===== config.mk =====
export PLATFORM = sky130hd
export DESIGN_NAME = punctuation_operator_lexer_top
export DESIGN_NICKNAME = d
export VERILOG_FILES = /design/src/rtl/plex_pkg.sv /design/src/rtl/plex_core.sv /design/src/rtl/plex_fifo.sv /design/src/rtl/punctuation_operator_lexer_top.sv
export SDC_FILE = /design/constraint.sdc
export NUM_CORES = 1
export LEC_CHECK = 0
export BUFFER_PORTS_ARGS = -buffer_cell sky130_fd_sc_hd__buf_2
export CAP_MARGIN = 20
export CORE_MARGIN = 8
export CORE_UTILIZATION = 57
export DETAILED_ROUTE_END_ITERATION = 8
export HOLD_SLACK_MARGIN = 0.12
export PLACE_DENSITY_LB_ADDON = 0.3
export SYNTH_ARGS = -nofsm -noshare
export SYNTH_HDL_FRONTEND = slang
export SYNTH_SLANG_ARGS = --single-unit

===== constraint.sdc =====
create_clock -name clk -period 4.1 [get_ports clk]
set_clock_uncertainty 0.1 [all_clocks]
set_input_delay 0.205 -clock clk [delete_from_list [all_inputs] [get_ports clk]]
set_output_delay 0.205 -clock clk [all_outputs]
set_load 0.02 [all_outputs]

===== src/rtl/plex_pkg.sv =====
// Shared types and constants for the punctuation and operator lexer.
`timescale 1ns / 1ps
`default_nettype none

package plex_pkg;

  // Widths of the token fields
  localparam int KIND_W  = 5;
  localparam int START_W = 16;
  localparam int LEN_W   = 2;
  localparam int LINE_W  = 16;

  // Result queue depth; the input side stalls while fewer than four slots are free
  localparam int FIFO_DEPTH = 8;
  localparam int FIFO_AW    = $clog2(FIFO_DEPTH);
  localparam int FIFO_CW    = $clog2(FIFO_DEPTH + 1);
  // Headroom for the tokens of the byte in the input register plus the byte being accepted
  localparam int FIFO_ROOM  = 4;

  // One token as it leaves the lexer
  typedef struct packed {
    logic              last;
    logic [LINE_W-1:0]  line;
    logic [LEN_W-1:0]   length;
    logic [START_W-1:0] start;
    logic [KIND_W-1:0]  kind;
  } token_t;

endpackage

`default_nettype wire


===== src/rtl/plex_core.sv =====
// Lexer core: input register, one-byte lookahead state and token decode.
`timescale 1ns / 1ps
`default_nettype none

module plex_core #(
  parameter longint unsigned MAX_SOURCE_BYTES = 65536,
  parameter longint unsigned LINE_LIMIT       = 65535
) (
  input  wire logic            clk,
  input  wire logic            rst,
  input  wire logic            in_valid_i,
  input  wire logic            in_ready_i,
  input  wire logic [7:0]      in_byte_i,
  output plex_pkg::token_t     tok0,
  output plex_pkg::token_t     tok1,
  output logic [1:0]           push_cnt
);
  import plex_pkg::*;

  localparam int POS_W = $clog2(MAX_SOURCE_BYTES);
  localparam int LNC_W = $clog2(LINE_LIMIT + 1);
  localparam logic [POS_W-1:0] POS_LAST = POS_W'(MAX_SOURCE_BYTES - 1);
  localparam logic [LNC_W-1:0] LINE_TOP = LNC_W'(LINE_LIMIT);

  // Token kinds
  localparam logic [KIND_W-1:0] K_LPAREN  = 5'd0;
  localparam logic [KIND_W-1:0] K_RPAREN  = 5'd1;
  localparam logic [KIND_W-1:0] K_LBRACE  = 5'd2;
  localparam logic [KIND_W-1:0] K_RBRACE  = 5'd3;
  localparam logic [KIND_W-1:0] K_SEMI    = 5'd4;
  localparam logic [KIND_W-1:0] K_COMMA   = 5'd5;
  localparam logic [KIND_W-1:0] K_DOT     = 5'd6;
  localparam logic [KIND_W-1:0] K_MINUS   = 5'd7;
  localparam logic [KIND_W-1:0] K_PLUS    = 5'd8;
  localparam logic [KIND_W-1:0] K_SLASH   = 5'd9;
  localparam logic [KIND_W-1:0] K_STAR    = 5'd10;
  localparam logic [KIND_W-1:0] K_BANG    = 5'd11;
  localparam logic [KIND_W-1:0] K_EQUAL   = 5'd13;
  localparam logic [KIND_W-1:0] K_LESS    = 5'd15;
  localparam logic [KIND_W-1:0] K_GREATER = 5'd17;
  localparam logic [KIND_W-1:0] K_ERROR   = 5'd19;
  localparam logic [KIND_W-1:0] K_END     = 5'd20;

  // Characters
  localparam logic [7:0] CH_NUL   = 8'h00;
  localparam logic [7:0] CH_TAB   = 8'h09;
  localparam logic [7:0] CH_NL    = 8'h0A;
  localparam logic [7:0] CH_CR    = 8'h0D;
  localparam logic [7:0] CH_SPACE = 8'h20;
  localparam logic [7:0] CH_BANG  = 8'h21;
  localparam logic [7:0] CH_LPAR  = 8'h28;
  localparam logic [7:0] CH_RPAR  = 8'h29;
  localparam logic [7:0] CH_STAR  = 8'h2A;
  localparam logic [7:0] CH_PLUS  = 8'h2B;
  localparam logic [7:0] CH_COMMA = 8'h2C;
  localparam logic [7:0] CH_MINUS = 8'h2D;
  localparam logic [7:0] CH_DOT   = 8'h2E;
  localparam logic [7:0] CH_SLASH = 8'h2F;
  localparam logic [7:0] CH_SEMI  = 8'h3B;
  localparam logic [7:0] CH_LESS  = 8'h3C;
  localparam logic [7:0] CH_EQ    = 8'h3D;
  localparam logic [7:0] CH_GT    = 8'h3E;
  localparam logic [7:0] CH_LBRC  = 8'h7B;
  localparam logic [7:0] CH_RBRC  = 8'h7D;

  typedef enum logic [2:0] {
    P_NONE, P_BANG, P_EQUAL, P_LESS, P_GREATER, P_SLASH
  } pend_t;

  // Registers
  logic              in_valid;
  logic [7:0]        in_byte;
  pend_t             pend, pend_next;
  logic [START_W-1:0] pend_start, pend_start_next;
  logic              in_comment, in_comment_next;
  logic [POS_W-1:0]  pos, pos_next;
  logic [LNC_W-1:0]  line, line_next;

  // Decode helpers
  logic              single_hit;
  logic [KIND_W-1:0] single_kind;
  pend_t             pair_code;
  logic [KIND_W-1:0] pend_base;
  logic [POS_W-1:0]  pos_inc;
  logic [LNC_W-1:0]  line_inc;

  // Token assembly
  logic              emit_pend;
  logic [KIND_W-1:0] pend_kind;
  logic [LEN_W-1:0]  pend_len;
  logic              run_fresh;
  logic              fresh_emit;
  logic [KIND_W-1:0] fresh_kind;
  logic [START_W-1:0] fresh_start;
  logic [LEN_W-1:0]  fresh_len;

  assign pos_inc  = (pos != POS_LAST) ? pos + POS_W'(1) : pos;
  assign line_inc = (line != LINE_TOP) ? line + LNC_W'(1) : line;

  // Single-character punctuation
  always_comb begin
    single_hit  = 1'b1;
    single_kind = K_LPAREN;
    case (in_byte)
      CH_LPAR:  single_kind = K_LPAREN;
      CH_RPAR:  single_kind = K_RPAREN;
      CH_LBRC:  single_kind = K_LBRACE;
      CH_RBRC:  single_kind = K_RBRACE;
      CH_SEMI:  single_kind = K_SEMI;
      CH_COMMA: single_kind = K_COMMA;
      CH_DOT:   single_kind = K_DOT;
      CH_MINUS: single_kind = K_MINUS;
      CH_PLUS:  single_kind = K_PLUS;
      CH_STAR:  single_kind = K_STAR;
      default:  single_hit  = 1'b0;
    endcase
  end

  // Characters that wait for one byte of lookahead
  always_comb begin
    case (in_byte)
      CH_BANG:  pair_code = P_BANG;
      CH_EQ:    pair_code = P_EQUAL;
      CH_LESS:  pair_code = P_LESS;
      CH_GT:    pair_code = P_GREATER;
      CH_SLASH: pair_code = P_SLASH;
      default:  pair_code = P_NONE;
    endcase
  end

  // One-character kind of the pending operator; the two-character kind is one above
  always_comb begin
    case (pend)
      P_BANG:    pend_base = K_BANG;
      P_EQUAL:   pend_base = K_EQUAL;
      P_LESS:    pend_base = K_LESS;
      P_GREATER: pend_base = K_GREATER;
      default:   pend_base = K_SLASH;
    endcase
  end

  // Next state and tokens for the byte in the input register
  always_comb begin
    pos_next        = pos;
    line_next       = line;
    pend_next       = pend;
    pend_start_next = pend_start;
    in_comment_next = in_comment;
    emit_pend       = 1'b0;
    pend_kind       = pend_base;
    pend_len        = LEN_W'(1);
    run_fresh       = 1'b0;
    fresh_emit      = 1'b0;
    fresh_kind      = K_ERROR;
    fresh_start     = START_W'(pos);
    fresh_len       = LEN_W'(1);

    if (in_valid) begin
      if (in_comment) begin
        if (in_byte == CH_NUL) begin
          fresh_emit = 1'b1;
          fresh_kind = K_END;
          fresh_len  = LEN_W'(0);
        end else begin
          pos_next = pos_inc;
          if (in_byte == CH_NL) begin
            line_next       = line_inc;
            in_comment_next = 1'b0;
          end
        end
      end else if (pend == P_SLASH) begin
        pend_next = P_NONE;
        if (in_byte == CH_SLASH) begin
          in_comment_next = 1'b1;
          pos_next        = pos_inc;
        end else begin
          emit_pend = 1'b1;
          run_fresh = 1'b1;
        end
      end else if (pend != P_NONE) begin
        pend_next = P_NONE;
        emit_pend = 1'b1;
        if (in_byte == CH_EQ) begin
          pend_kind = pend_base + KIND_W'(1);
          pend_len  = LEN_W'(2);
          pos_next  = pos_inc;
        end else begin
          run_fresh = 1'b1;
        end
      end else begin
        run_fresh = 1'b1;
      end
    end

    // Plain lexing with nothing pending
    if (run_fresh) begin
      if (in_byte == CH_NUL) begin
        fresh_emit = 1'b1;
        fresh_kind = K_END;
        fresh_len  = LEN_W'(0);
      end else begin
        pos_next = pos_inc;
        if (in_byte == CH_SPACE || in_byte == CH_TAB || in_byte == CH_CR) begin
          fresh_emit = 1'b0;
        end else if (in_byte == CH_NL) begin
          line_next = line_inc;
        end else if (single_hit) begin
          fresh_emit = 1'b1;
          fresh_kind = single_kind;
        end else if (pair_code != P_NONE) begin
          pend_next       = pair_code;
          pend_start_next = START_W'(pos);
        end else begin
          fresh_emit = 1'b1;
          fresh_kind = K_ERROR;
        end
      end
    end
  end

  // Order the tokens and mark the last one of this byte
  always_comb begin
    tok0.line   = LINE_W'(line);
    tok1.line   = LINE_W'(line);
    tok1.kind   = fresh_kind;
    tok1.start  = fresh_start;
    tok1.length = fresh_len;
    tok1.last   = 1'b1;
    if (emit_pend) begin
      tok0.kind   = pend_kind;
      tok0.start  = pend_start;
      tok0.length = pend_len;
      tok0.last   = !fresh_emit;
      push_cnt    = fresh_emit ? 2'd2 : 2'd1;
    end else begin
      tok0.kind   = fresh_kind;
      tok0.start  = fresh_start;
      tok0.length = fresh_len;
      tok0.last   = 1'b1;
      push_cnt    = fresh_emit ? 2'd1 : 2'd0;
    end
  end

  // Input register and lexer state
  always_ff @(posedge clk) begin
    if (rst) begin
      in_valid   <= 1'b0;
      pend       <= P_NONE;
      pend_start <= '0;
      in_comment <= 1'b0;
      pos        <= '0;
      line       <= LNC_W'(1);
    end else begin
      in_valid   <= in_valid_i && in_ready_i;
      pend       <= pend_next;
      pend_start <= pend_start_next;
      in_comment <= in_comment_next;
      pos        <= pos_next;
      line       <= line_next;
    end
  end

  always_ff @(posedge clk) begin
    if (in_valid_i && in_ready_i) begin
      in_byte <= in_byte_i;
    end
  end

endmodule

`default_nettype wire


===== src/rtl/plex_fifo.sv =====
// Result queue for tokens: takes up to two per cycle, delivers one.
`timescale 1ns / 1ps
`default_nettype none

module plex_fifo (
  input  wire logic             clk,
  input  wire logic             rst,
  input  wire logic [1:0]       push_cnt,
  input  wire plex_pkg::token_t din0,
  input  wire plex_pkg::token_t din1,
  input  wire logic             pop,
  output plex_pkg::token_t      dout,
  output logic                  dout_valid,
  output logic                  room
);
  import plex_pkg::*;

  token_t             mem [FIFO_DEPTH];
  logic [FIFO_AW-1:0] head;
  logic [FIFO_AW-1:0] tail;
  logic [FIFO_CW-1:0] count;
  logic               do_pop;

  assign dout_valid = (count != '0);
  assign dout       = mem[head];
  assign do_pop     = pop && dout_valid;
  // Headroom check on the registered fill count keeps the input side off the output handshake
  assign room       = (count <= FIFO_CW'(FIFO_DEPTH - FIFO_ROOM));

  // Storage writes
  always_ff @(posedge clk) begin
    if (push_cnt != 2'd0) begin
      mem[tail] <= din0;
    end
    if (push_cnt == 2'd2) begin
      mem[tail + FIFO_AW'(1)] <= din1;
    end
  end

  // Pointers and fill count
  always_ff @(posedge clk) begin
    if (rst) begin
      head  <= '0;
      tail  <= '0;
      count <= '0;
    end else begin
      tail  <= tail + FIFO_AW'(push_cnt);
      head  <= head + FIFO_AW'(do_pop);
      count <= count + FIFO_CW'(push_cnt) - FIFO_CW'(do_pop);
    end
  end

endmodule

`default_nettype wire


===== src/rtl/punctuation_operator_lexer_top.sv =====
// Top level of the punctuation and operator lexer.
`timescale 1ns / 1ps
`default_nettype none

// Lexes one source byte per transaction on the slave side and emits tokens for
// punctuation and one- or two-character operators on the master side, skipping
// whitespace and // comments and counting lines. A zero byte ends the source and
// gives an end token. A byte is registered on acceptance and decoded in the next
// cycle into zero, one or two tokens that go into an eight-entry result queue.
// Sustained rate is one byte per cycle while the queue has room; a byte that yields two
// tokens delivers them one at a time, so with the output always ready the throughput is set by the
// single-token read port of the queue, and the input stalls while fewer than four
// queue slots are free. A byte reaches the master side through the input register
// and the result queue.
module punctuation_operator_lexer_top #(
  parameter longint unsigned MAX_SOURCE_BYTES = 65536,
  parameter longint unsigned LINE_LIMIT       = 65535
) (
  input  wire logic        clk,
  input  wire logic        rst,
  input  wire logic        s_tvalid,
  output logic             s_tready,
  input  wire logic [7:0]  s_tdata,   // [7:0] source_byte
  output logic             m_tvalid,
  input  wire logic        m_tready,
  output logic [39:0]      m_tdata,   // [4:0] token_kind, [20:5] token_start,
                                      // [22:21] token_length, [38:23] line_number, [39] 0
  output logic             m_tlast    // last_of_run
);
  import plex_pkg::*;

  token_t     tok0;
  token_t     tok1;
  token_t     head_tok;
  logic [1:0] push_cnt;
  logic       room;

  plex_core #(
    .MAX_SOURCE_BYTES(MAX_SOURCE_BYTES),
    .LINE_LIMIT      (LINE_LIMIT)
  ) u_core (
    .clk       (clk),
    .rst       (rst),
    .in_valid_i(s_tvalid),
    .in_ready_i(s_tready),
    .in_byte_i (s_tdata),
    .tok0      (tok0),
    .tok1      (tok1),
    .push_cnt  (push_cnt)
  );

  plex_fifo u_fifo (
    .clk       (clk),
    .rst       (rst),
    .push_cnt  (push_cnt),
    .din0      (tok0),
    .din1      (tok1),
    .pop       (m_tready),
    .dout      (head_tok),
    .dout_valid(m_tvalid),
    .room      (room)
  );

  assign s_tready = room;

  // Pack the token onto the master side
  assign m_tdata = {1'b0, head_tok.line, head_tok.length, head_tok.start, head_tok.kind};
  assign m_tlast = head_tok.last;

endmodule

`default_nettype wire

==> results.json <==
{
  "p_int_w": 0.00741,
  "clk_latency_ns": 0.52,
  "min_delay_path_depth": 2,
  "seq_area_frac_synth": 0.580,
  "start_util": 0.579,
  "avgRoutedWirePerCell_um": 24.1,
  "hold_viol": 0,
  "ff2ff_path_depth": 8,
  "synth_warnings": 0,
  "crit_path_end_kind": "flip-flop",
  "syn_area_per_cell_um2": 13.2,
  "leakagePower_nw": 6.70,
  "post-synth-top-area-fraction": 0.496,
  "layout_common_cells": "edfxtp_1 (312), a22o_1 (114), nor2_1 (96)",
  "core_mm2": 0.0326,
  "io_pins": 55,
  "slew_viol_final": 0,
  "wirelength_mm": 47.0,
  "power.density_mw_per_mm2": 481,
  "netlist_area_mm2": 0.0189,
  "grt_overflow_total": 0,
  "seqPwrFrac": 0.448,
  "comb_power_share": 0.204,
  "p_clk_frac": 0.348,
  "grt_pass1_vias": 12800,
  "fin_nets": 1505,
  "arrival_ns": 3.91,
  "clock_path_buffers": 3,
  "tightestPinTransition_ns": 0.908,
  "p_switching_w": 0.00278,
  "synth_top_area_cell": "edfxtp_1",
  "r2r_start": "u_core.in_valid",
  "holdPathEnd": "u_core.line[1]",
  "drive_above_1_share": 0.216,
  "final_common_cell": "edfxtp_1",
  "finalSetupViolations": 0,
  "utilization": 0.650,
  "detail-route-antenna-nets": 0,
  "port_buffers": 53,
  "die_x_um": 198,
  "die_y_um": 198,
  "fp.dieArea_mm2": 0.0392,
  "fin_area_mm2": 0.0212,
  "vias": 12600,
  "path_clk_slew_ns": 0.06,
  "finalSetupTns_ns": 0,
  "r2r_slack_ns": 0.28,
  "drt_iter0_markers": 1492,
  "status": "finished clean",
  "p_sw_frac": 0.273,
  "synth.distinct_cells": 75,
  "syn_inst": 1436,
  "max-slew-margin-rel": 0.394,
  "ys_ff_latch": 391,
  "gp_congestion": 0.936,
  "maxCapViolations": 0,
  "grt_pass1_wl_mm": 73.6,
  "cts_root_buffer": "clkbuf_16",
  "hold_path_class": "input port to flip-flop",
  "timing.final.crit_share": 0.931,
  "async_flop_share": 0,
  "cts.sinks": 391,
  "worstSetupPathType": "flip-flop to flip-flop",
  "fmax_ghz": 0.262,
  "area_growth_syn_to_layout_pct": 12.2,
  "grt_max_degree": 54,
  "cp_max_fo": 53,
  "whs_ns": 0.165,
  "rsz0062_at_grt": "false",
  "cts_tree": "done",
  "ys.flop_type": "edfxtp_1",
  "dpl_cell_area_mm2": 0.0198,
  "min_from": "rst",
  "insertedDiodeCount": 0,
  "grt_usage": 0.243,
  "vias_per_cell": 6.45,
  "cts_setup_buffers": 0,
  "synthTopCellsByArea": "edfxtp_1 (50%), mux4_2 (9.5%), dfxtp_1 (8.4%)",
  "antenna_found_initial": 0,
  "row_count": 66,
  "period_minus_slack_ns": 3.82,
  "drcViolationCount": 0,
  "start_kind": "flip-flop",
  "first_pass_iters": 8,
  "syn_nets": 1467,
  "vdd_ir_drop_max_mv": 0.461,
  "r2r-end": "u_fifo.mem[1][8]",
  "cp.required_ns": 4.19,
  "cts_buffers": 41,
  "dp_hpwl_mm": 29.9,
  "synth-edff-count": 312,
  "cts_max_level": 2
}
-- registers in the layout, summed over array words and instances (netlist names), 3 cells and up --
register            count
u_fifo.mem            320
u_core.in_byte          8
u_core.pend_start      16
u_core.pend             3
u_fifo.tail             3
u_fifo.count            4
u_core.line            16
u_core.fresh_start     16
u_fifo.head             3
-- kinds of logic after synthesis --
logic type | share of synthesized area
simple gates | 0.118
flops | 0.580
compound gates | 0.112
buf+inv | 0.0334
mux | 0.130
xor+xnor | 0.0134
fa+ha+maj | 0.0134
other cells | 0.000198
-- power by group through the flow --
stage | Sequential [W] | Clock, W | Combinational, W
2_1_floorplan | 0.00454 | 0 | 0.00160
3_3_place_gp | 0.00464 | 0 | 0.00206
3_5_place_dp | 0.00465 | 0 | 0.00208
4_1_cts | 0.00457 | 0.00359 | 0.00210
5_1_grt | 0.00459 | 0.00372 | 0.00226
6_report | 0.00457 | 0.00355 | 0.00207
-- cells in the mapped netlist (17+ instances only) --
master	instances
and2_1	64
inv_1	24
a22o_1	114
buf_2	23
o22ai_1	45
a21oi_1	35
mux4_2	80
nor2_1	96
buf_1	17
mux2i_1	19
clkbuf_1	79
ha_1	17
o21ai_0	45
nand3_1	37
nor3_1	20
mux2_2	41
dfxtp_1	79
nand2_1	58
nor2b_1	73
xor2_1	17
edfxtp_1	312
-- area by class of cell --
class	instances	area (um^2)
Clock buffer	67	1240
Clock inverter	8	46.3
Fill cell	2397	11400
Inverter	26	97.6
Multi-Input combinational cell	893	7320
Sequential cell	391	11000
Tap cell	442	553
Timing Repair Buffer	121	973
-- worst max-delay path by stage --
stage,depth (start not counted),slack (ns),endpoint,start
finish,8,0.28,u_fifo.mem[1][8],u_core.in_valid
global route,8,0.04,u_fifo.mem[1][7],u_core.in_valid
CTS,9,0.44,u_fifo.mem[0][19],u_core.in_valid
detailed placement,12,0.45,u_fifo.mem[5][18],u_core.in_byte[1]
global placement,12,0.52,u_fifo.mem[5][18],u_core.in_byte[1]
floorplan,11,0.14,u_fifo.mem[0][0],u_core.in_byte[4]
-- through the flow --
| stage | cells | power, W | setup WS, ns |
|---|---|---|---|
| CTS | 1948 | 0.0103 | 0.441 |
| floorplan | 1436 | 0.00613 | 0.135 |
| finish | 1948 | 0.0102 | 0.282 |
| global route | 1948 | 0.0106 | 0.0435 |
| global placement | 1863 | 0.00670 | 0.518 |
| detailed placement | 1864 | 0.00673 | 0.448 |
-- worst max-delay path, cell delays in order, from the launching register on --
cell     delay (ns)
dfxtp_1        0.62
nor2b_1        0.43
o311a_4        0.42
inv_2          0.21
ha_1           0.33
nor2_1         0.28
nand2_1        0.49
nand2_2        0.23
buf_12         0.32
-- repair_timing --
action,4_1_cts,5_1_grt
hold endpoints to repair,9,0
resized for setup,0,0
hold buffers,9,0
setup endpoints to repair,0,0
-- routing by layer --
layer  global-route usage  vias to the layer above  part of all wire
li1                     -                     5560                 -
met1                0.335                     6253              0.41
met2                0.393                      635              0.47
met3               0.0365                      109             0.086
met4               0.0791                        0             0.031
met5                    0                        -                 0
Power figures use the tool's default switching activity.
